$ cat config.mk
export PLATFORM = sky130hd
export DESIGN_NAME = btr_ram
export DESIGN_NICKNAME = d
export VERILOG_FILES = /design/src/rtl/core/btr_ram.sv
export SDC_FILE = /design/constraint.sdc
export NUM_CORES = 2
export LEC_CHECK = 0
export ABC_CLOCK_PERIOD_IN_PS = 4000
export BUFFER_PORTS_ARGS = -buffer_cell sky130_fd_sc_hd__buf_4
export CORE_AREA = 2 2 549 688
export CTS_CLUSTER_SIZE = 10
export DETAILED_ROUTE_END_ITERATION = 7
export DIE_AREA = 0 0 551 690
export PLACE_DENSITY = 0.64
export SLEW_MARGIN = 20
export SYNTH_ARGS = -nofsm -noshare
export SYNTH_HDL_FRONTEND = slang
export SYNTH_SLANG_ARGS = --single-unit
$ cat constraint.sdc
create_clock -name clk -period 4 [get_ports clk]
set_input_delay 0 -clock clk [delete_from_list [all_inputs] [get_ports clk]]
set_output_delay 0 -clock clk [all_outputs]
set_load 0.1 [all_outputs]
$ cat src/rtl/core/btr_ram.sv
// ----------------------------------------------------------------------------
// btr_ram
// Generic single-clock RAM with one write port and one registered read port.
// ----------------------------------------------------------------------------
module btr_ram #(
  parameter int WIDTH  = 8,
  parameter int DEPTH  = 512,
  localparam int ADDR_W = $clog2(DEPTH)
) (
  input  logic              clk,
  input  logic              we,
  input  logic [ADDR_W-1:0] waddr,
  input  logic [WIDTH-1:0]  wdata,
  input  logic              re,
  input  logic [ADDR_W-1:0] raddr,
  output logic [WIDTH-1:0]  rdata
);

  logic [WIDTH-1:0] mem [DEPTH];
  logic [WIDTH-1:0] rdata_r;

  // Write port and registered read port; read data holds between reads.
  always_ff @(posedge clk) begin
    if (we) begin
      mem[waddr] <= wdata;
    end
    if (re) begin
      rdata_r <= mem[raddr];
    end
  end

  assign rdata = rdata_r;

endmodule

==> impl_metrics.yaml <==
detailed_routing:
  drt-pass1-iter-count: 6
  drc: 0
  num_vias: 82260
  wl_per_cell_um: 31.84
  drtIter0Drc: 9916
  vias_per_cell: 6.141
  drtAntennaViolNets: 0
  totalWireLength_um: 426600
grt:
  grt_max_degree: 149
  grt-ovfl-total: 0
  antenna_found_initial: 26
  grtUsageTotal: 0.2207
  grt_pass1_wl_um: 608700
  grt_pass1_vias: 83230
synth:
  async_flop_share: 0
  ys_warn_count: 0
  ys_seq_area_frac: 0.7702
  syn_nets: 8059
  synth_edf_count: 4104
  synth-main-ff-cell: "edfxtp_1"
  ys_seq_elements: 4104
  ys_types: 50
  syn-mean-instance-area_sq_um: 19.93
  syn_inst: 8030
  syn-cell-area_sq_um: 160000
place:
  placedCellCount: 12880
  dp_hpwl_um: 265500
  place_area_sq_um: 167800
  numPortBuffers: 36
  gp_congestion: 0.9076
setup_path:
  critical_path_class: "register to register"
  crit_top_cell: "nor4_1"
  crit_arrival_ns: 4.19
  crit_path_end_kind: "register"
  crit_family: "simple AND/OR/NAND/NOR gates"
  cp.required_ns: 4.84
  r2r_cells: 8
  critPathSlowestCell: "nor4_1"
  regToRegSetupSlack_ns: 0.64
  r2r_end: "rdata[3]$_DFFE_PP_"
  start_kind: "register"
  crit_fanout: 2
  crit_chain: "mux2i_1 > o221ai_1 > a21oi_1 > nor4_1 > nand4_1 > nor4_1 > buf_4 > o2111a_1"
  r2r-start: "mem[42][3]$_DFFE_PP_"
  critPathBufInv: 1
  cp_slowest_stage_delay_ns: 0.81
min_path:
  min_path_cells: 2
  hold_end: "rdata[3]$_DFFE_PP_"
  worstHoldPathType: "input pin to register"
  hp-start: "re"
cells_and_area:
  drive_gt1_frac: 0.1892
  area_growth_pct: 12.25
  stdcell_count: 13400
  nNetsFinal: 8444
  final_util: 0.4814
  stdcell_area_sq_um: 179600
pwr:
  p_leak_uw: 0.05659
  peakVddDrop_v: 0.0003545
  p_per_area_nw_per_um2: 485.8
sta:
  clock.fmax_mhz: 298.1
  relSlewSlack: 0.1717
  drv_slew: 0
  setup-violations-final: 0
  clock_skew_ns: 0.08693
  finalCriticalPeriod_ns: 3.355
  timing_worst_slew_pin_value_ns: 1.231
  period_share: 0.8388
  tns_ns: 0
  hold_viol_final: 0
  grt_setup_unrepaired: "false"
clocking:
  holdBufCountCts: 13
  ctsResizeCount: 0
  cts_buffers: 453
  cts.sinks: 4104
  clk_pin_slew_ns: 0.06
  clockBufferDepth: 4
  clockRootBuffer: "clkbuf_16"
  cts_tree: "built"
  insertion_delay_ns: 0.97
  h-tree-depth: 5
  cts_setup_buffers: 0
floorplanning:
  io_pins: 37
  die_area_sq_um: 380200
  start_util: 0.4289
  chipWidth_um: 551
  rows: 251
  die-height_um: 690
  core_area_sq_um: 373100
flow_run:
  maxCapViolations: 0
outcome:
  status: "finished, final reports clean"
## cell usage after synthesis, drive strengths merged (4+ instances only)
| master | number | share of area |
|---|---|---|
| or3 | 6 | 0.00023 |
| a211oi | 17 | 0.00080 |
| o31ai | 13 | 0.00061 |
| a22oi | 61 | 0.0029 |
| buf | 248 | 0.012 |
| nand2 | 111 | 0.0026 |
| a22o | 5 | 0.00027 |
| a21oi | 194 | 0.0061 |
| nand3 | 36 | 0.0011 |
| clkbuf | 265 | 0.0062 |
| nor2 | 597 | 0.014 |
| nor3 | 109 | 0.0034 |
| o41ai | 7 | 0.00038 |
| and3b | 4 | 0.00022 |
| nor3b | 8 | 0.00038 |
| o311ai | 6 | 0.00033 |
| and3 | 4 | 0.00016 |
| o221ai | 372 | 0.020 |
| o21ai | 119 | 0.0037 |
| and2 | 20 | 0.00078 |
| nor4 | 36 | 0.0014 |
| o2111a | 8 | 0.00056 |
| nor2b | 6 | 0.00023 |
| mux2i | 797 | 0.050 |
| nand2b | 4 | 0.00016 |
| o22ai | 163 | 0.0064 |
| mux4 | 654 | 0.092 |
| edfxtp | 4104 | 0.77 |
| or2 | 5 | 0.00020 |
| nand4 | 32 | 0.0013 |
## per-layer routing
metal,global-route usage,share of wire
met1,0.2742,0.37
met2,0.3748,0.51
met3,0.03708,0.075
met4,0.1064,0.054
met5,0,0.00013
## worst register-to-register path, cell delays in order, from the launching register on
cell and delay [ns]:
edfxtp_1 0.33, mux2i_1 0.08, o221ai_1 0.46, a21oi_1 0.23
nor4_1 0.81, nand4_1 0.56, nor4_1 0.45, buf_4 0.17
o2111a_1 0.17
## worst max-delay path by stage
stage / start / to / slack [ns] / cells past startpoint
after floorplan: raddr[0] / rdata[0]$_DFFE_PP_ / 1.89 / 10
after global placement: raddr[0] / rdata[1]$_DFFE_PP_ / -1.11 / 9
after detailed placement: raddr[0] / rdata[3]$_DFFE_PP_ / -0.09 / 11
after CTS: mem[42][3]$_DFFE_PP_ / rdata[3]$_DFFE_PP_ / 0.66 / 8
after global routing: mem[42][3]$_DFFE_PP_ / rdata[3]$_DFFE_PP_ / 0.71 / 8
final: mem[42][3]$_DFFE_PP_ / rdata[3]$_DFFE_PP_ / 0.64 / 8
## kinds of logic after synthesis
| family | after synthesis | share of synthesized area |
|---|---|---|
| flip-flops | 4104 | 0.7702 |
| AND/OR/NAND/NOR | 980 | 0.02630 |
| AO/OA/AOI/OAI | 979 | 0.04311 |
| multiplexers | 1451 | 0.1419 |
| buffers and inverters | 516 | 0.01848 |
## layout make-up
| class | instances | area, sq um |
|---|---|---|
| clock inverter | 20 | 219.0 |
| sequential | 4104 | 123200 |
| multi-input combinational | 3410 | 34030 |
| antenna | 22 | 55.05 |
| clock buffer | 461 | 11410 |
| timing repair buffer | 443 | 4473 |
| inverter | 3 | 18.77 |
| fill | 30000 | 193500 |
| tap | 4933 | 6172 |
## through the flow
step / total power (uW) / setup WS (ns) / hold slack, ns
finish: 87250 / 0.6449 / 0.07704
floorplan: 50640 / 1.889 / 0.09887
global placement: 52730 / -1.111 / 0.4409
CTS: 87630 / 0.6595 / 0.03339
global route: 89370 / 0.7068 / 0.05818
detailed placement: 52820 / -0.09170 / 0.4415
## cell usage in the layout (no fill, tap or decap), drive strengths merged, types with 111 or more instances in the layout
cell / Yosys / layout
mux4: 654 / 654
clkbuf: 265 / 461
o22ai: 163 / 163
nand2: 111 / 111
buf: 248 / 430
edfxtp: 4104 / 4104
mux2i: 797 / 797
a21oi: 194 / 194
o21ai: 119 / 119
o221ai: 372 / 372
nor2: 597 / 597
## report_power, final
| group | leakage, uW | switching (uW) | internal, uW |
|---|---|---|---|
| clock network | 0.00572 | 15300 | 19900 |
| registers | 0.0369 | 68.9 | 47400 |
| logic | 0.0140 | 3050 | 1440 |
| total | 0.0566 | 18500 | 68800 |
## registers in the layout, summed over array words and instances, names as in the netlist
signal	count
rdata	8
mem	4096
Power figures use the tool's default switching activity.
