<file path="config.mk">
export PLATFORM = sky130hd
export DESIGN_NAME = btr_draw
export DESIGN_NICKNAME = d
export VERILOG_FILES = /design/src/rtl/core/btr_pkg.sv /design/src/rtl/core/btr_draw.sv
export SDC_FILE = /design/constraint.sdc
export NUM_CORES = 1
export LEC_CHECK = 0
export BUFFER_PORTS_ARGS = -buffer_cell sky130_fd_sc_hd__buf_2
export CAP_MARGIN = 10
export CORE_ASPECT_RATIO = 0.8
export CORE_MARGIN = 1.5
export CORE_UTILIZATION = 55
export DETAILED_ROUTE_END_ITERATION = 10
export GPL_TIMING_DRIVEN = 0
export PLACE_DENSITY = 0.77
export SKIP_CTS_REPAIR_TIMING = 1
export SLEW_MARGIN = 20
export SYNTH_ARGS = -nofsm -noshare
export SYNTH_HDL_FRONTEND = slang
export SYNTH_SLANG_ARGS = --single-unit
export TNS_END_PERCENT = 100
</file>
<file path="constraint.sdc">
create_clock -name clk -period 16.85 [get_ports clk]
set_input_delay 0.8425 -clock clk [delete_from_list [all_inputs] [get_ports clk]]
set_output_delay 0.8425 -clock clk [all_outputs]
set_load 0.03 [all_outputs]
</file>
<file path="src/rtl/core/btr_pkg.sv">
// ----------------------------------------------------------------------------
// btr_pkg
// Shared types, constants and the character map of the bitmap text renderer.
// ----------------------------------------------------------------------------
package btr_pkg;

  // Font store geometry. A slot is 6 bits wide, so at most 64 slots exist.
  localparam int GLYPH_COUNT_DEF = 64;
  localparam int MAX_SLOTS       = 64;
  localparam int GLYPH_ROWS      = 8;
  localparam int FULL_AW         = 9;

  // Drawing offsets added to the pixel column and line.
  localparam int X_MARGIN = 0;
  localparam int Y_MARGIN = 0;

  // Pixel column and line: 12 + 12 bits plus a margin below 1024 fit in 14.
  localparam int POS_W  = 14;
  // Line offset product: 14-bit line times 16-bit pitch.
  localparam int PROD_W = 30;

  localparam logic [11:0] COL_STEP  = 12'd8;
  localparam logic [11:0] LINE_STEP = 12'd8;

  // Character codes.
  localparam logic [7:0] CHAR_CR      = 8'h0D;
  localparam logic [7:0] CHAR_LF      = 8'h0A;
  localparam logic [7:0] CHAR_UPPER_A = 8'h41;
  localparam logic [7:0] CHAR_UPPER_Z = 8'h5A;
  localparam logic [7:0] CHAR_DIGIT_0 = 8'h30;
  localparam logic [7:0] CHAR_DIGIT_9 = 8'h39;
  localparam logic [7:0] CHAR_LT      = 8'h3C;
  localparam logic [7:0] CHAR_QMARK   = 8'h3F;
  localparam logic [7:0] CHAR_STAR    = 8'h2A;
  localparam logic [7:0] CHAR_MINUS   = 8'h2D;
  localparam logic [7:0] CHAR_SPACE   = 8'h20;

  // First glyph slot of each character group.
  localparam logic [7:0] SLOT_DIGIT = 8'd26;
  localparam logic [7:0] SLOT_PUNCT = 8'd36;
  localparam logic [5:0] SLOT_STAR  = 6'd40;
  localparam logic [5:0] SLOT_MINUS = 6'd41;
  localparam logic [5:0] SLOT_SPACE = 6'd42;

  typedef enum logic {
    OP_LOAD = 1'b0,
    OP_CHAR = 1'b1
  } opcode_t;

  typedef enum logic [2:0] {
    REG_ORIGIN_X      = 3'd0,
    REG_ORIGIN_Y      = 3'd1,
    REG_LINE_PITCH    = 3'd2,
    REG_INK_COLOR     = 3'd3,
    REG_SCREEN_WIDTH  = 3'd4,
    REG_SCREEN_HEIGHT = 3'd5,
    REG_FRAME_BASE    = 3'd6
  } reg_idx_t;

  typedef enum logic [1:0] {
    ST_DRAWN   = 2'd0,
    ST_CTRL    = 2'd1,
    ST_UNKNOWN = 2'd2,
    ST_NOSPACE = 2'd3
  } status_t;

  typedef enum logic [2:0] {
    D_IDLE,
    D_MUL,
    D_ADDR,
    D_FIRST,
    D_DRAW
  } draw_state_t;

  // Configuration register set.
  typedef struct packed {
    logic [11:0] origin_x;
    logic [11:0] origin_y;
    logic [15:0] line_pitch;
    logic [31:0] ink_color;
    logic [12:0] screen_width;
    logic [12:0] screen_height;
    logic [31:0] frame_base;
  } cfg_t;

  // Decision taken for one accepted item, handed from cursor to drawing unit.
  typedef struct packed {
    logic             draw;
    status_t          status;
    logic [5:0]       glyph;
    logic [POS_W-1:0] px;
    logic [POS_W-1:0] py;
  } dec_t;

  // Maps a character code to {hit, slot}; hit is low for codes with no glyph.
  function automatic logic [6:0] map_code(input logic [7:0] c);
    logic [7:0] d;
    logic [6:0] res;
    d   = 8'd0;
    res = 7'd0;
    if (c >= CHAR_UPPER_A && c <= CHAR_UPPER_Z) begin
      d   = c - CHAR_UPPER_A;
      res = {1'b1, d[5:0]};
    end else if (c >= CHAR_DIGIT_0 && c <= CHAR_DIGIT_9) begin
      d   = c - CHAR_DIGIT_0 + SLOT_DIGIT;
      res = {1'b1, d[5:0]};
    end else if (c >= CHAR_LT && c <= CHAR_QMARK) begin
      d   = c - CHAR_LT + SLOT_PUNCT;
      res = {1'b1, d[5:0]};
    end else if (c == CHAR_STAR) begin
      res = {1'b1, SLOT_STAR};
    end else if (c == CHAR_MINUS) begin
      res = {1'b1, SLOT_MINUS};
    end else if (c == CHAR_SPACE) begin
      res = {1'b1, SLOT_SPACE};
    end
    return res;
  endfunction

endpackage

</file>
<file path="src/rtl/core/btr_draw.sv">
// ----------------------------------------------------------------------------
// btr_draw
// Glyph drawing sequencer: fetches glyph rows from the font store, forms the
// pixel writes and holds the result output register.
// ----------------------------------------------------------------------------
module btr_draw (
  input  logic                         clk,
  input  logic                         rst_n,
  input  logic                         start,
  input  btr_pkg::dec_t                dec,
  input  btr_pkg::cfg_t                cfg,
  output logic                         busy,
  output logic                         out_free,
  output logic                         rd_en,
  output logic [btr_pkg::FULL_AW-1:0]  rd_addr,
  input  logic [7:0]                   rd_data,
  output logic                         out_valid,
  input  logic                         out_stall,
  output logic [31:0]                  out_pixel_address,
  output logic [31:0]                  out_pixel_value,
  output logic                         out_write_valid,
  output logic [1:0]                   out_status,
  output logic                         out_last
);
  import btr_pkg::*;

  draw_state_t       state_r, state_nxt;
  logic [5:0]        glyph_r, glyph_nxt;
  logic [POS_W-1:0]  px_r, px_nxt;
  logic [POS_W-1:0]  py_r, py_nxt;
  logic [PROD_W-1:0] prod_r, prod_nxt;
  logic [31:0]       row_addr_r, row_addr_nxt;
  logic [7:0]        bits_r, bits_nxt;
  logic [5:0]        pix_r, pix_nxt;

  logic              valid_r, valid_nxt;
  logic [31:0]       addr_r, addr_nxt;
  logic [31:0]       value_r, value_nxt;
  logic              wv_r, wv_nxt;
  status_t           status_r, status_nxt;
  logic              last_r, last_nxt;

  logic [2:0]        col;
  logic [2:0]        row;

  assign out_free = !valid_r || !out_stall;
  assign busy     = (state_r != D_IDLE);
  assign col      = pix_r[2:0];
  assign row      = pix_r[5:3];

  // Sequencer and output register next state.
  always_comb begin
    state_nxt    = state_r;
    glyph_nxt    = glyph_r;
    px_nxt       = px_r;
    py_nxt       = py_r;
    prod_nxt     = prod_r;
    row_addr_nxt = row_addr_r;
    bits_nxt     = bits_r;
    pix_nxt      = pix_r;
    valid_nxt    = valid_r && !out_free;
    addr_nxt     = addr_r;
    value_nxt    = value_r;
    wv_nxt       = wv_r;
    status_nxt   = status_r;
    last_nxt     = last_r;
    rd_en        = 1'b0;
    rd_addr      = {glyph_r, 3'd0};

    unique case (state_r)
      D_IDLE: begin
        if (start) begin
          if (dec.draw) begin
            glyph_nxt = dec.glyph;
            px_nxt    = dec.px;
            py_nxt    = dec.py;
            state_nxt = D_MUL;
          end else begin
            // Non-drawing items give one result with no pixel write.
            valid_nxt  = 1'b1;
            addr_nxt   = 32'd0;
            value_nxt  = 32'd0;
            wv_nxt     = 1'b0;
            status_nxt = dec.status;
            last_nxt   = 1'b1;
          end
        end
      end
      D_MUL: begin
        prod_nxt  = py_r * cfg.line_pitch;
        state_nxt = D_ADDR;
      end
      D_ADDR: begin
        // Address of the first glyph row and fetch of its bits.
        row_addr_nxt = cfg.frame_base + {2'd0, prod_r} + {16'd0, px_r, 2'b00};
        rd_en        = 1'b1;
        rd_addr      = {glyph_r, 3'd0};
        pix_nxt      = 6'd0;
        state_nxt    = D_FIRST;
      end
      D_FIRST: begin
        bits_nxt  = rd_data;
        state_nxt = D_DRAW;
      end
      D_DRAW: begin
        if (out_free) begin
          valid_nxt  = 1'b1;
          addr_nxt   = row_addr_r + {27'd0, col, 2'b00};
          value_nxt  = bits_r[3'd7 - col] ? cfg.ink_color : 32'd0;
          wv_nxt     = 1'b1;
          status_nxt = ST_DRAWN;
          last_nxt   = (pix_r == 6'd63);
          pix_nxt    = pix_r + 6'd1;
          // Prefetch the next glyph row at the start of each row but the last.
          if (col == 3'd0 && row != 3'd7) begin
            rd_en   = 1'b1;
            rd_addr = {glyph_r, row + 3'd1};
          end
          if (col == 3'd7) begin
            bits_nxt     = rd_data;
            row_addr_nxt = row_addr_r + {16'd0, cfg.line_pitch};
          end
          if (pix_r == 6'd63) begin
            state_nxt = D_IDLE;
          end
        end
      end
      default: begin
        state_nxt = D_IDLE;
      end
    endcase
  end

  // Control registers.
  always_ff @(posedge clk) begin
    if (!rst_n) begin
      state_r <= D_IDLE;
      valid_r <= 1'b0;
      pix_r   <= 6'd0;
    end else begin
      state_r <= state_nxt;
      valid_r <= valid_nxt;
      pix_r   <= pix_nxt;
    end
  end

  // Payload registers.
  always_ff @(posedge clk) begin
    glyph_r    <= glyph_nxt;
    px_r       <= px_nxt;
    py_r       <= py_nxt;
    prod_r     <= prod_nxt;
    row_addr_r <= row_addr_nxt;
    bits_r     <= bits_nxt;
    addr_r     <= addr_nxt;
    value_r    <= value_nxt;
    wv_r       <= wv_nxt;
    status_r   <= status_nxt;
    last_r     <= last_nxt;
  end

  assign out_valid         = valid_r;
  assign out_pixel_address = addr_r;
  assign out_pixel_value   = value_r;
  assign out_write_valid   = wv_r;
  assign out_status        = status_r;
  assign out_last          = last_r;

endmodule

</file>
==> results.cfg <==
[layout]
multi_input_area_um2 = 11200
drive_above_1_share_pct = 15.4
register_area_um2 = 5370
syn_to_final_growth_pct = 13.0
antenna_cells_inserted = 0
final_cell_mix = 210 x buf_2, 194 x inv_1, 190 x nand2_1, 182 x fa_1, 172 x edfxtp_1
fillers = 2528
num-nets-final = 2447
layout_commonest_cell = buf_2

[synth]
synth-edff-count = 172
ys_ff_latch = 182
synth_area_per_cell_um2 = 10.4
synthArstFlopShare_pct = 0
synth_area_um2 = 17500
ys.flop_type = edfxtp_1
synth_cells = 1690
yosys_warnings = 0
synth_cell_types = 79
ys_seq_area_share_pct = 30.6
syn-num-nets = 2215

[clocking]
cts_tree = built
path_clk_slew_ns = 0.09
cts_buffers = 17
clock-sinks = 182
cts.path.max_buffers = 2
cts-root-buf = clkbuf_16
htree_levels = 4
clk_latency_ns = 0.46

[grt]
grt_pass1_wl_um = 69600
grt_pass1_vias = 13100
track_usage_pct = 27.6
antenna_found_initial = 1
grt_overflow = 0
grt_max_degree = 33

[die]
dieArea_um2 = 33000
die_x_um = 203
core_um2 = 31400
rows = 58
io_pins = 260
fp.dieH_um = 163
start_util_pct = 55.8

[timing]
setup_viol = 0
grt_setup_unrepaired = no
hold_violations = 0
min_period_ns = 6.90
worstMarginPinSlew_ns = 0.806
finalCritPeriodShare_pct = 40.9
maxSlewViolCount = 0
max_freq_ghz = 0.145
finClkSkew_ns = 0.0221
maxSlewHeadroom_pct = 46.3
setup_tns_ns = 0

[critical_path]
required_ns = 17.05
cp_cell_sequence = buf_2 -> clkbuf_1 -> nand2_1 -> fa_1 -> fa_1 -> fa_1 -> inv_1 -> fa_1 -> fa_1 -> inv_1 -> fa_1 -> inv_1 -> ha_1 -> a21oi_1 -> o21ai_2 -> a41oi_1 -> o21ai_2 -> a41oi_4 -> o221ai_2 -> mux2i_1 -> a2111oi_2
start_kind = primary input
cpMostUsedCell = fa_1
critPathMaxFanout = 10
crit_slowest_cell = clkbuf_1
arrival_ns = 7.10
critPathKind = primary input to flip-flop
worst-path-buf-inv = 5
critPathTopFamily = adder cells
worst_path_largest_cell_delay_ns = 0.56
cp-end-kind = flip-flop

[detailed_routing]
route.detailed.drc = 0
wl_per_cell_um = 18.8
vias = 13300
ant_nets = 0
via_per_inst = 5.63
wl_um = 44300
dr.pass1.iters = 5
drt_iter0_drc = 936

[placed_design]
gp_congestion = 0.938
dp_hpwl_um = 35300
io_buffers = 209

[outcome]
outcome = finished, final reports clean

[hold_path]
hold_class = primary input to flip-flop

[run]
cap_violations = 0
cell usage after synthesis (all sizes together), types with 3 or more instances:
master / number / area, um2
a21oi: 70 / 362
o21a: 13 / 98.9
nand4: 15 / 93.8
and4: 7 / 62.6
and2: 153 / 958
a41oi: 4 / 53.8
xor2: 55 / 482
nand2b: 10 / 62.6
a221oi: 5 / 73.8
or2: 3 / 18.8
edfxtp: 172 / 5160
a21o: 22 / 166
a211oi: 11 / 92.6
ha: 164 / 2050
o21bai: 6 / 45.0
clkbuf: 51 / 213
o211ai: 6 / 55.1
buf: 6 / 38.8
fa: 182 / 3640
nand3: 25 / 130
dfxtp: 10 / 200
or3: 7 / 43.8
nand2: 190 / 713
a31o: 3 / 26.3
o2111ai: 4 / 35.0
a2111oi: 6 / 65.1
a21boi: 4 / 30.0
o221ai: 3 / 32.5
mux2i: 7 / 70.1
nor3: 12 / 65.1
and3: 14 / 90.1
inv: 194 / 728
a31oi: 7 / 56.3
nor2b: 9 / 56.3
o21ai: 71 / 370
nor2: 98 / 370
xnor2: 51 / 447
final timing paths:
check / end / start / slack (ns) / depth (start not counted)
worst max-delay path: prod_r[29]$_DFFE_PP_ / cfg[96] / 9.95 / 21
worst min register to register: pix_r[5]$_SDFFE_PN0P_ / pix_r[5]$_SDFFE_PN0P_ / 0.60 / 2
worst min-delay path: py_r[13]$_DFFE_PP_ / dec[13] / 0.55 / 1
worst max register to register: prod_r[29]$_DFFE_PP_ / py_r[4]$_DFFE_PP_ / 10.01 / 19
flip-flops by register name, summed over array words and instances, names as in the netlist, 2 cells and up:
signal,flops
prod_r,30
pix_r,6
state_r,3
out_pixel_value,32
out_status,2
py_r,14
px_r,14
bits_r,8
row_addr_r,32
out_pixel_address,32
glyph_r,6
per-stage QoR:
step	worst slack, ns	cell area (um2)	hold slack [ns]	instances	util [%]
floorplan	10.06	17500	0.504	1690	-
global placement	8.44	19100	0.527	2319	60.8
detailed placement	9.54	19200	0.569	2323	61.2
CTS	9.98	19800	0.539	2355	63.1
global route	9.66	19800	0.531	2355	63.1
finish	9.95	19800	0.553	2355	63.1
area by class of cell:
type | count | share of cell area (%)
inverter | 194 | 3.68
timing repair buffer | 213 | 5.83
clock inverter | 15 | 0.796
buffer | 58 | 1.43
sequential | 182 | 27.1
multi-input combinational | 1256 | 56.4
clock buffer | 17 | 2.15
tap | 420 | 2.65
cell families after synthesis:
family          count (synthesis)  share of synthesized area [%]
buf+inv                       252                           5.77
compound gates                250                           9.85
fa+ha+maj                     346                           32.5
mux                             9                          0.657
xor+xnor                      106                           5.30
simple gates                  545                           15.3
flops                         182                           30.6
layer usage:
| layer | up-vias | global-route usage, % | part of all wire [%] |
|---|---|---|---|
| li1 | 6144 | - | - |
| met3 | 67 | 4.38 | 7.6 |
| met1 | 6527 | 37.5 | 43 |
| met5 | - | 0 | 0 |
| met2 | 524 | 45.8 | 47 |
| met4 | 0 | 8.35 | 2.4 |
Power is left out: the tool's default activity adds up to more than one toggle a clock period on the data nets, which glitch-free logic cannot reach.
