File: config.mk
export PLATFORM = sky130hd
export DESIGN_NAME = btr_cursor
export DESIGN_NICKNAME = d
export VERILOG_FILES = /design/src/rtl/core/btr_pkg.sv /design/src/rtl/core/btr_cursor.sv
export SDC_FILE = /design/constraint.sdc
export NUM_CORES = 1
export LEC_CHECK = 0
export ABC_AREA = 1
export BUFFER_PORTS_ARGS = -buffer_cell sky130_fd_sc_hd__buf_2
export CAP_MARGIN = 20
export CORE_AREA = 4 4 107 109
export CTS_CLUSTER_SIZE = 40
export DETAILED_ROUTE_END_ITERATION = 16
export DIE_AREA = 0 0 111 113
export GPL_ROUTABILITY_DRIVEN = 0
export GPL_TIMING_DRIVEN = 1
export MAX_ROUTING_LAYER = met4
export PLACE_DENSITY = 0.78
export SLEW_MARGIN = 20
export SYNTH_ARGS = -nofsm -noshare
export SYNTH_HDL_FRONTEND = slang
export SYNTH_SLANG_ARGS = --single-unit
File: constraint.sdc
create_clock -name clk -period 4 [get_ports clk]
set_input_delay 0.4 -clock clk [delete_from_list [all_inputs] [get_ports clk]]
set_output_delay 0.4 -clock clk [all_outputs]
set_load 0.01 [all_outputs]
File: src/rtl/core/btr_pkg.sv
// ----------------------------------------------------------------------------
// btr_pkg
// Shared types, constants and the character map of the bitmap text renderer.
// ----------------------------------------------------------------------------
package btr_pkg;

  // Font store geometry. A slot is 6 bits wide, so at most 64 slots exist.
  localparam int GLYPH_COUNT_DEF = 64;
  localparam int MAX_SLOTS       = 64;
  localparam int GLYPH_ROWS      = 8;
  localparam int FULL_AW         = 9;

  // Drawing offsets added to the pixel column and line.
  localparam int X_MARGIN = 0;
  localparam int Y_MARGIN = 0;

  // Pixel column and line: 12 + 12 bits plus a margin below 1024 fit in 14.
  localparam int POS_W  = 14;
  // Line offset product: 14-bit line times 16-bit pitch.
  localparam int PROD_W = 30;

  localparam logic [11:0] COL_STEP  = 12'd8;
  localparam logic [11:0] LINE_STEP = 12'd8;

  // Character codes.
  localparam logic [7:0] CHAR_CR      = 8'h0D;
  localparam logic [7:0] CHAR_LF      = 8'h0A;
  localparam logic [7:0] CHAR_UPPER_A = 8'h41;
  localparam logic [7:0] CHAR_UPPER_Z = 8'h5A;
  localparam logic [7:0] CHAR_DIGIT_0 = 8'h30;
  localparam logic [7:0] CHAR_DIGIT_9 = 8'h39;
  localparam logic [7:0] CHAR_LT      = 8'h3C;
  localparam logic [7:0] CHAR_QMARK   = 8'h3F;
  localparam logic [7:0] CHAR_STAR    = 8'h2A;
  localparam logic [7:0] CHAR_MINUS   = 8'h2D;
  localparam logic [7:0] CHAR_SPACE   = 8'h20;

  // First glyph slot of each character group.
  localparam logic [7:0] SLOT_DIGIT = 8'd26;
  localparam logic [7:0] SLOT_PUNCT = 8'd36;
  localparam logic [5:0] SLOT_STAR  = 6'd40;
  localparam logic [5:0] SLOT_MINUS = 6'd41;
  localparam logic [5:0] SLOT_SPACE = 6'd42;

  typedef enum logic {
    OP_LOAD = 1'b0,
    OP_CHAR = 1'b1
  } opcode_t;

  typedef enum logic [2:0] {
    REG_ORIGIN_X      = 3'd0,
    REG_ORIGIN_Y      = 3'd1,
    REG_LINE_PITCH    = 3'd2,
    REG_INK_COLOR     = 3'd3,
    REG_SCREEN_WIDTH  = 3'd4,
    REG_SCREEN_HEIGHT = 3'd5,
    REG_FRAME_BASE    = 3'd6
  } reg_idx_t;

  typedef enum logic [1:0] {
    ST_DRAWN   = 2'd0,
    ST_CTRL    = 2'd1,
    ST_UNKNOWN = 2'd2,
    ST_NOSPACE = 2'd3
  } status_t;

  typedef enum logic [2:0] {
    D_IDLE,
    D_MUL,
    D_ADDR,
    D_FIRST,
    D_DRAW
  } draw_state_t;

  // Configuration register set.
  typedef struct packed {
    logic [11:0] origin_x;
    logic [11:0] origin_y;
    logic [15:0] line_pitch;
    logic [31:0] ink_color;
    logic [12:0] screen_width;
    logic [12:0] screen_height;
    logic [31:0] frame_base;
  } cfg_t;

  // Decision taken for one accepted item, handed from cursor to drawing unit.
  typedef struct packed {
    logic             draw;
    status_t          status;
    logic [5:0]       glyph;
    logic [POS_W-1:0] px;
    logic [POS_W-1:0] py;
  } dec_t;

  // Maps a character code to {hit, slot}; hit is low for codes with no glyph.
  function automatic logic [6:0] map_code(input logic [7:0] c);
    logic [7:0] d;
    logic [6:0] res;
    d   = 8'd0;
    res = 7'd0;
    if (c >= CHAR_UPPER_A && c <= CHAR_UPPER_Z) begin
      d   = c - CHAR_UPPER_A;
      res = {1'b1, d[5:0]};
    end else if (c >= CHAR_DIGIT_0 && c <= CHAR_DIGIT_9) begin
      d   = c - CHAR_DIGIT_0 + SLOT_DIGIT;
      res = {1'b1, d[5:0]};
    end else if (c >= CHAR_LT && c <= CHAR_QMARK) begin
      d   = c - CHAR_LT + SLOT_PUNCT;
      res = {1'b1, d[5:0]};
    end else if (c == CHAR_STAR) begin
      res = {1'b1, SLOT_STAR};
    end else if (c == CHAR_MINUS) begin
      res = {1'b1, SLOT_MINUS};
    end else if (c == CHAR_SPACE) begin
      res = {1'b1, SLOT_SPACE};
    end
    return res;
  endfunction

endpackage

File: src/rtl/core/btr_cursor.sv
// ----------------------------------------------------------------------------
// btr_cursor
// Text cursor and halt flag; classifies each accepted item and moves the
// cursor accordingly.
// ----------------------------------------------------------------------------
module btr_cursor (
  input  logic          clk,
  input  logic          rst_n,
  input  logic          commit,
  input  logic          first,
  input  logic          is_char,
  input  logic [7:0]    code,
  input  btr_pkg::cfg_t cfg,
  output btr_pkg::dec_t dec
);
  import btr_pkg::*;

  logic [11:0] col_r, col_nxt;
  logic [11:0] line_r, line_nxt;
  logic        halted_r, halted_nxt;

  logic [11:0] col_eff, line_eff, col_mv, line_mv;
  logic        halt_eff, nospace, glyph_hit;
  logic [6:0]  map;
  logic [12:0] line_sum, col_sum;

  // Classification and next cursor position.
  always_comb begin
    col_eff   = first ? 12'd0 : col_r;
    line_eff  = first ? 12'd0 : line_r;
    halt_eff  = first ? 1'b0 : halted_r;
    line_sum  = {1'b0, line_eff} + {1'b0, cfg.origin_y};
    nospace   = halt_eff || (line_sum >= cfg.screen_height);
    map       = map_code(code);
    glyph_hit = map[6];

    dec.glyph = map[5:0];
    dec.px    = POS_W'(cfg.origin_x) + POS_W'(col_eff) + POS_W'(X_MARGIN);
    dec.py    = POS_W'(cfg.origin_y) + POS_W'(line_eff) + POS_W'(Y_MARGIN);
    dec.draw  = 1'b0;

    col_nxt    = col_eff;
    line_nxt   = line_eff;
    halted_nxt = halt_eff;
    col_mv     = col_eff;
    line_mv    = line_eff;
    col_sum    = 13'd0;

    priority if (!is_char) begin
      dec.status = ST_DRAWN;
    end else if (nospace) begin
      dec.status = ST_NOSPACE;
      halted_nxt = 1'b1;
    end else begin
      priority if (glyph_hit) begin
        dec.status = ST_DRAWN;
        dec.draw   = 1'b1;
        col_mv     = col_eff + COL_STEP;
      end else if (code == CHAR_CR) begin
        dec.status = ST_CTRL;
        col_mv     = 12'd0;
      end else if (code == CHAR_LF) begin
        dec.status = ST_CTRL;
        col_mv     = 12'd0;
        line_mv    = line_eff + LINE_STEP;
      end else begin
        dec.status = ST_UNKNOWN;
        col_mv     = col_eff + COL_STEP;
      end
      // Wrap to the next text line at the column limit.
      col_sum = {1'b0, col_mv} + {1'b0, cfg.origin_x};
      if (col_sum >= cfg.screen_width) begin
        col_nxt  = 12'd0;
        line_nxt = line_mv + LINE_STEP;
      end else begin
        col_nxt  = col_mv;
        line_nxt = line_mv;
      end
    end
  end

  // Cursor registers.
  always_ff @(posedge clk) begin
    if (!rst_n) begin
      col_r    <= 12'd0;
      line_r   <= 12'd0;
      halted_r <= 1'b0;
    end else if (commit) begin
      col_r    <= col_nxt;
      line_r   <= line_nxt;
      halted_r <= halted_nxt;
    end
  end

endmodule

==> summary.txt, run 1 <==
CTS root buf = clkbuf_8
Comb power frac = 0.633
startpoint types = input pin
DRC violations left = 0
width of the die = 111 um
Peak VDD IR = 0.000111 V
YS warnings = 0
# IOs = 180
max-slew violations = 0
H-tree levels = 1
Worst Setup SP = code[1]
Clock Latency Late Sink = 0.28 ns
Setup violations, final = 6
Top FF cell, synth = dfxtp_1
leak pwr = 0.00357 uW
Sink Count = 25
Rel. slew slack = 0.477
outcome = complete, but fails checks
final setup skew = 0.00846 ns
share of the synthesized area in the top cell type = 0.196
NumNets Final = 1186
Final min period = 4.07 ns
worst hold path class = in2reg
CP max FO = 6
Critical Path RT = 4.13 ns
largest net degree at the start of global routing = 29
largest cells by area after synthesis = ha_1 20%, nand2_1 11%, dfxtp_1 10%
Sw Pwr = 502 uW
core box area = 10600 sq um
RSZ-0062 raised after global routing = true
post-layout util = 0.639
multi-input combinational cell area = 4010 sq um
count of final hold-check violations = 0
EDFF count, synth = 0
CTS max path bufs = 2
final worst setup slack = -0.0742 ns
DIE AREA = 12500 sq um
Async S/R FF share, synth = 0
CTS tree = built
Syn-to-layout area delta = 41.8%
syn_area_per_cell = 6.37 sq um
min-delay src = rst_n
Worst-Margin Slew = 0.780 ns
antenna cells = 0
critical path's most frequent cell = nand2_1
clk slew on worst S/H paths = 0.10 ns
Inserted Clock Buffers = 3
Fill cells = 980
Setup CP Type = in2reg
pre-CTS setup slack = -0.598 ns
ratio of cells with drive above 1 in the final layout = 0.358
PortBufs = 97
CP max stage delay = 0.33 ns
WP data arrival = 4.20 ns
P_int = 678 uW
Cell Area, Synth = 4780 sq um
Netlist cell types = 45
vias in the first global route = 5170
DIE HEIGHT = 113 um
sw frac = 0.425
Tcrit/Tclk final = 1.02
maxcap violations = 0
Slowest cell on crit path = ha_1
vias per cell = 4.95
GRT Total Usage = 0.215
fmax = 0.245 GHz
register bit total from synthesis = 25
clock network power share = 0.135
failing checks = negative setup slack
overall power = 1180 uW
First-pass DRT Iterations = 5
Setup crit end kind = register
first-pass GRT wire length = 22800 um
initial core utilization = 0.451
DR WL/cell = 12.4 um
Post-Syn Instances = 750
initial antenna violation count = 0
Crit Reg-Reg Startpoint = col_r[3]$_SDFFE_PN0P_
PD cells = 174 nW/um^2
hold_ws = 0.385 ns
Antenna Nets Post-Route = 0
Vias = 5462
wirelength, routed = 13700 um
row cnt = 38
Register Area = 504 sq um
Seq pwr share = 0.231
Final HPWL DP = 10600 um
sequential element share of the synthesized area = 0.105
DR iter-0 viols = 303
GRT Residual Overflow = 0
area leader, netlist = ha_1
-- through the flow --
step / TNS, ns / area (sq um) / cells
6_report: -0.172 / 6780 / 1104
4_1_cts: -0.00411 / 6370 / 1085
3_5_place_dp: -11.49 / 6060 / 1063
5_1_grt: -6.10 / 6780 / 1104
3_3_place_gp: -8.78 / 6060 / 1063
2_1_floorplan: -0.0241 / 4840 / 751
-- worst paths after layout --
path | depth (start not counted) | slack, ns | endpoint
min reg2reg | 2 | 0.45 | line_r[0]$_SDFFE_PN0P_
max | 34 | -0.07 | line_r[5]$_SDFFE_PN0P_
min | 3 | 0.38 | line_r[8]$_SDFFE_PN0P_
max reg2reg | 29 | 0.03 | line_r[5]$_SDFFE_PN0P_
-- state kept, by name (all words and copies together), names as in the netlist --
register  count
col_r        12
halted_r      1
line_r       12
-- per-layer routing --
metal,wire [um],vias up,global-route usage
li1,-,2874,-
met4,244,0,0.0402
met3,633,24,0.0214
met5,0,-,-
met1,5950,2414,0.270
met2,6910,150,0.380
-- logic make-up (layout without fill, tap and decap cells) --
group / after synthesis / after routing / synth area share
and+or+nand+nor: 311 / 311 / 0.304
buffers and inverters: 150 / 363 / 0.130
DFF: 25 / 25 / 0.105
other: 1 / 2 / 0.000785
adders and majority gates: 78 / 78 / 0.209
xor gates and xnor gates: 47 / 47 / 0.0916
AOI/OAI and AO/OA: 138 / 138 / 0.160
-- layout by cell type (no fill, tap or decap), types with 10 or more instances in the layout --
master and n:
nor2_2 15, a21oi_2 14, a21oi_1 59, xor2_1 34, o21ai_0 27, nor2_1 49, buf_6 10, ha_1 67
dfxtp_1 22, buf_2 92, nand2_1 131, nand2_2 19, nand3_1 30, nor2_4 11, nor3_1 14, buf_4 121
inv_1 119, xnor2_1 11, nand4_1 19
-- area by class of cell --
cell class,count,area share
Multi-Input combinational cell,576,0.591
Inverter,134,0.0774
Tap cell,140,0.0259
Sequential cell,25,0.0744
Timing Repair Buffer,225,0.224
Clock inverter,1,0.00111
Clock buffer,3,0.00609
-- Yosys cell counts (11+ instances only) --
| master | count |
|---|---|
| a21oi_1 | 72 |
| nand3_1 | 36 |
| ha_1 | 75 |
| o21ai_0 | 33 |
| nand4_1 | 19 |
| dfxtp_1 | 25 |
| nor3_1 | 18 |
| nor2_1 | 61 |
| inv_1 | 125 |
| xor2_1 | 34 |
| xnor2_1 | 11 |
| nand2_1 | 144 |
-- power by group through the flow --
| stage | combinational, uW | clock (uW) | sequential, uW |
|---|---|---|---|
| 3_3_place_gp | 607 | 0 | 278 |
| 6_report | 748 | 160 | 273 |
| 4_1_cts | 655 | 160 | 273 |
| 5_1_grt | 834 | 174 | 275 |
| 2_1_floorplan | 391 | 0 | 276 |
| 3_5_place_dp | 622 | 0 | 278 |
-- repair_timing --
item	4_1_cts	5_1_grt
pin swaps	8	46
buffers inserted	18	19
gates cloned	0	0
hold buffers	0	0
gates resized for setup	33	71
endpoints found under the setup margin	24	24
-- worst max-delay path: cells and delay by family --
| kind | cells | cell delay, ns |
|---|---|---|
| simple gates | 16 | 1.48 |
| compound gates | 6 | 0.70 |
| xor+xnor | 1 | 0.13 |
| fa+ha+maj | 3 | 0.75 |
| buf+inv | 8 | 0.73 |
(Power assumes the default switching activity.)
==> run 2, diff against run 1 <==
CAP_MARGIN = 40   (was 20)
CORE_AREA = 5 5 108 110   (was 4 4 107 109)
DIE_AREA = 0 0 113 115   (was 0 0 111 113)
==> run 2 against run 1 <==
  * The run still ends with negative setup slack left
  * Clock skew rose by 0.0049 ns
  * Clock power grew 7%
  * Core utilization rose by 0.98 points
  * Sequential cell count stayed put
  * Largest power group unchanged
  * Highest routed layer unchanged
==> summary.txt, run 2 (synthesis results as in run 1) <==
antenna cells = 0 (unchanged)
leak pwr = 0.00364 uW (was 0.00357 uW)
first-pass GRT wire length = 22500 um (was 22800 um)
Final HPWL DP = 10700 um (was 10600 um)
Clock Latency Late Sink = 0.29 ns (was 0.28 ns)
multi-input combinational cell area = 4030 sq um (was 4010 sq um)
ratio of cells with drive above 1 in the final layout = 0.376 (was 0.358)
GRT Total Usage = 0.211 (was 0.215)
Comb power frac = 0.628 (was 0.633)
final setup skew = 0.0134 ns (was 0.00846 ns)
DR top layer = met4 (unchanged)
initial antenna violation count = 0 (unchanged)
final instance area = 6880 sq um (was 6780 sq um)
Inserted Clock Buffers = 3 (unchanged)
Final min period = 4.05 ns (was 4.07 ns)
P_int = 679 uW (was 678 uW)
Vias = 5600 (was 5462)
R2R setup slack = 0.08 ns (was 0.03 ns)
clk slew on worst S/H paths = 0.11 ns (was 0.10 ns)
Rel. slew slack = 0.435 (was 0.477)
Worst Setup SP = code[1] (unchanged)
metal3 WL = 714 um (was 633 um)
PortBufs = 97 (unchanged)
DRC violations left = 0 (unchanged)
Seq pwr share = 0.228 (was 0.231)
Setup violations, final = 7 (was 6)
hold buffer count at CTS = 0 (unchanged)
CP max FO = 7 (was 6)
Crit Reg-Reg Startpoint = line_r[0]$_SDFFE_PN0P_ (was col_r[3]$_SDFFE_PN0P_)
failing checks = negative setup slack (unchanged)
Critical Path RT = 4.24 ns (was 4.13 ns)
critical path's most frequent cell = nand2_2 (was nand2_1)
count of final hold-check violations = 0 (unchanged)
WP data arrival = 4.28 ns (was 4.20 ns)
Fill cells = 887 (was 980)
fmax = 0.247 GHz (was 0.245 GHz)
sw frac = 0.432 (was 0.425)
RSZ-0062 raised after global routing = true (unchanged)
met2 wire length = 7190 um (was 6910 um)
CTS max path bufs = 2 (unchanged)
PD cells = 174 nW/um^2 (about the same)
First-pass DRT Iterations = 4 (was 5)
H-tree levels = 1 (unchanged)
outcome = complete, but fails checks (unchanged)
largest net degree at the start of global routing = 29 (unchanged)
GRT Residual Overflow = 0 (unchanged)
CTS root buf = clkbuf_8 (unchanged)
Syn-to-layout area delta = 43.9% (was 41.8%)
width of the die = 113 um (was 111 um)
Sw Pwr = 517 uW (was 502 uW)
worst r2r dst = line_r[10]$_SDFFE_PN0P_ (was line_r[5]$_SDFFE_PN0P_)
NumNets Final = 1197 (was 1186)
row cnt = 38 (unchanged)
vias in the first global route = 5211 (was 5170)
DR iter-0 viols = 365 (was 303)
Antenna Nets Post-Route = 0 (unchanged)
Top Registers = col_r x12, line_r x12, halted_r x1 (unchanged)
Sink Count = 25 (unchanged)
DRT met1 WL = 6130 um (was 5950 um)
DIE HEIGHT = 115 um (was 113 um)
clock network power share = 0.144 (was 0.135)
core box area = 10600 sq um (unchanged)
worst hold path class = in2reg (unchanged)
Setup CP Type = in2reg (unchanged)
DIE AREA = 13000 sq um (was 12500 sq um)
initial core utilization = 0.451 (unchanged)
most frequent cells in the layout = 132 x nand2_1, 132 x buf_4, 119 x inv_1, 94 x buf_2, 69 x ha_1 (was 131 x nand2_1, 121 x buf_4, 119 x inv_1, 92 x buf_2, 67 x ha_1)
CP max stage delay = 0.33 ns (about the same)
Peak VDD IR = 0.000132 V (was 0.000111 V)
DR WL/cell = 12.9 um (was 12.4 um)
maxcap violations = 0 (unchanged)
# IOs = 180 (unchanged)
wirelength, routed = 14400 um (was 13700 um)
Setup crit end kind = register (unchanged)
startpoint types = input pin (unchanged)
post-layout util = 0.649 (was 0.639)
max-slew violations = 0 (unchanged)
Worst setup endpoint = line_r[9]$_SDFFE_PN0P_ (was line_r[5]$_SDFFE_PN0P_)
Slowest cell on crit path = ha_1 (unchanged)
vias per cell = 5.02 (was 4.95)
Register Area = 504 sq um (unchanged)
Area after DPL = 6120 sq um (was 6060 sq um)
Worst-Margin Slew = 0.847 ns (was 0.780 ns)
Tcrit/Tclk final = 1.01 (was 1.02)
R2R depth = 24 (was 29)
CTS tree = built (unchanged)
final worst setup slack = -0.0493 ns (was -0.0742 ns)
[run 2: changes by cell type in the layout (fill, tap and decap cells not counted), moves of 3 or more]
cell	previous run	this run
a21oi_1	59	55
a21oi_2	14	19
buf_4	121	132
buf_6	10	7
ha_4	6	3
nor2_4	11	15
nor3_1	14	10
nor3_2	3	8
[run 2: through the flow]
step           total power [uW]  TNS (ns)  hold WS (ns)  setup WS (ns)  std cells
3_5_place_dp                912     -8.06         0.443         -0.469       1071
3_3_place_gp                902     -8.25         0.434         -0.434       1071
6_report                   1200    -0.200         0.376        -0.0493       1115
5_1_grt                    1290     -5.40         0.375         -0.322       1115
4_1_cts                    1120         0         0.369        0.00746       1100
2_1_floorplan               667   -0.0241         0.424        -0.0241        751
[run 2: area by class of cell]
type	count	area share
clock buffer	3	0.00600
tap	140	0.0255
multi-input combinational	576	0.586
timing repair buffer	236	0.233
clock inverter	1	0.00127
sequential	25	0.0733
inverter	134	0.0755
[run 2: worst min path at each step]
| stage | end | startpoint | slack (ns) | depth (start not counted) |
|---|---|---|---|---|
| after CTS | line_r[8]$_SDFFE_PN0P_ | rst_n | 0.37 | 3 |
| final | line_r[8]$_SDFFE_PN0P_ | rst_n | 0.38 | 3 |
| after floorplan | line_r[0]$_SDFFE_PN0P_ | line_r[0]$_SDFFE_PN0P_ | 0.42 | 2 |
| after global routing | line_r[8]$_SDFFE_PN0P_ | rst_n | 0.37 | 3 |
| after global placement | col_r[1]$_SDFFE_PN0P_ | col_r[1]$_SDFFE_PN0P_ | 0.43 | 2 |
| after detailed placement | line_r[0]$_SDFFE_PN0P_ | line_r[0]$_SDFFE_PN0P_ | 0.44 | 2 |
[run 2: worst max-delay path, delay by kind of cell]
| kind | cells | cell delay (ns) |
|---|---|---|
| and+or+nand+nor | 20 | 1.86 |
| adders and majority gates | 3 | 0.81 |
| buffers and inverters | 7 | 0.62 |
| AOI/OAI and AO/OA | 4 | 0.47 |
| xor gates and xnor gates | 1 | 0.13 |
[run 2: power by group through the flow]
stage	sequential [uW]	clock [uW]	combinational, uW
after CTS	272	174	679
after detailed placement	278	0	634
final	273	172	751
after global placement	278	0	624
after floorplan	276	0	391
after global routing	275	180	833
[run 2: what timing repair did]
item                       4_1_cts  5_1_grt
pin swaps                       10       68
setup endpoints to repair       23       27
cloned                           0        2
gates resized for setup         20       91
buffers inserted                25       17
[run 2: per-layer routing]
layer,track usage,vias to the layer above
li1,-,2904
met1,0.261,2514
met2,0.370,144
met3,0.0211,38
met4,0.0481,0
met5,-,-
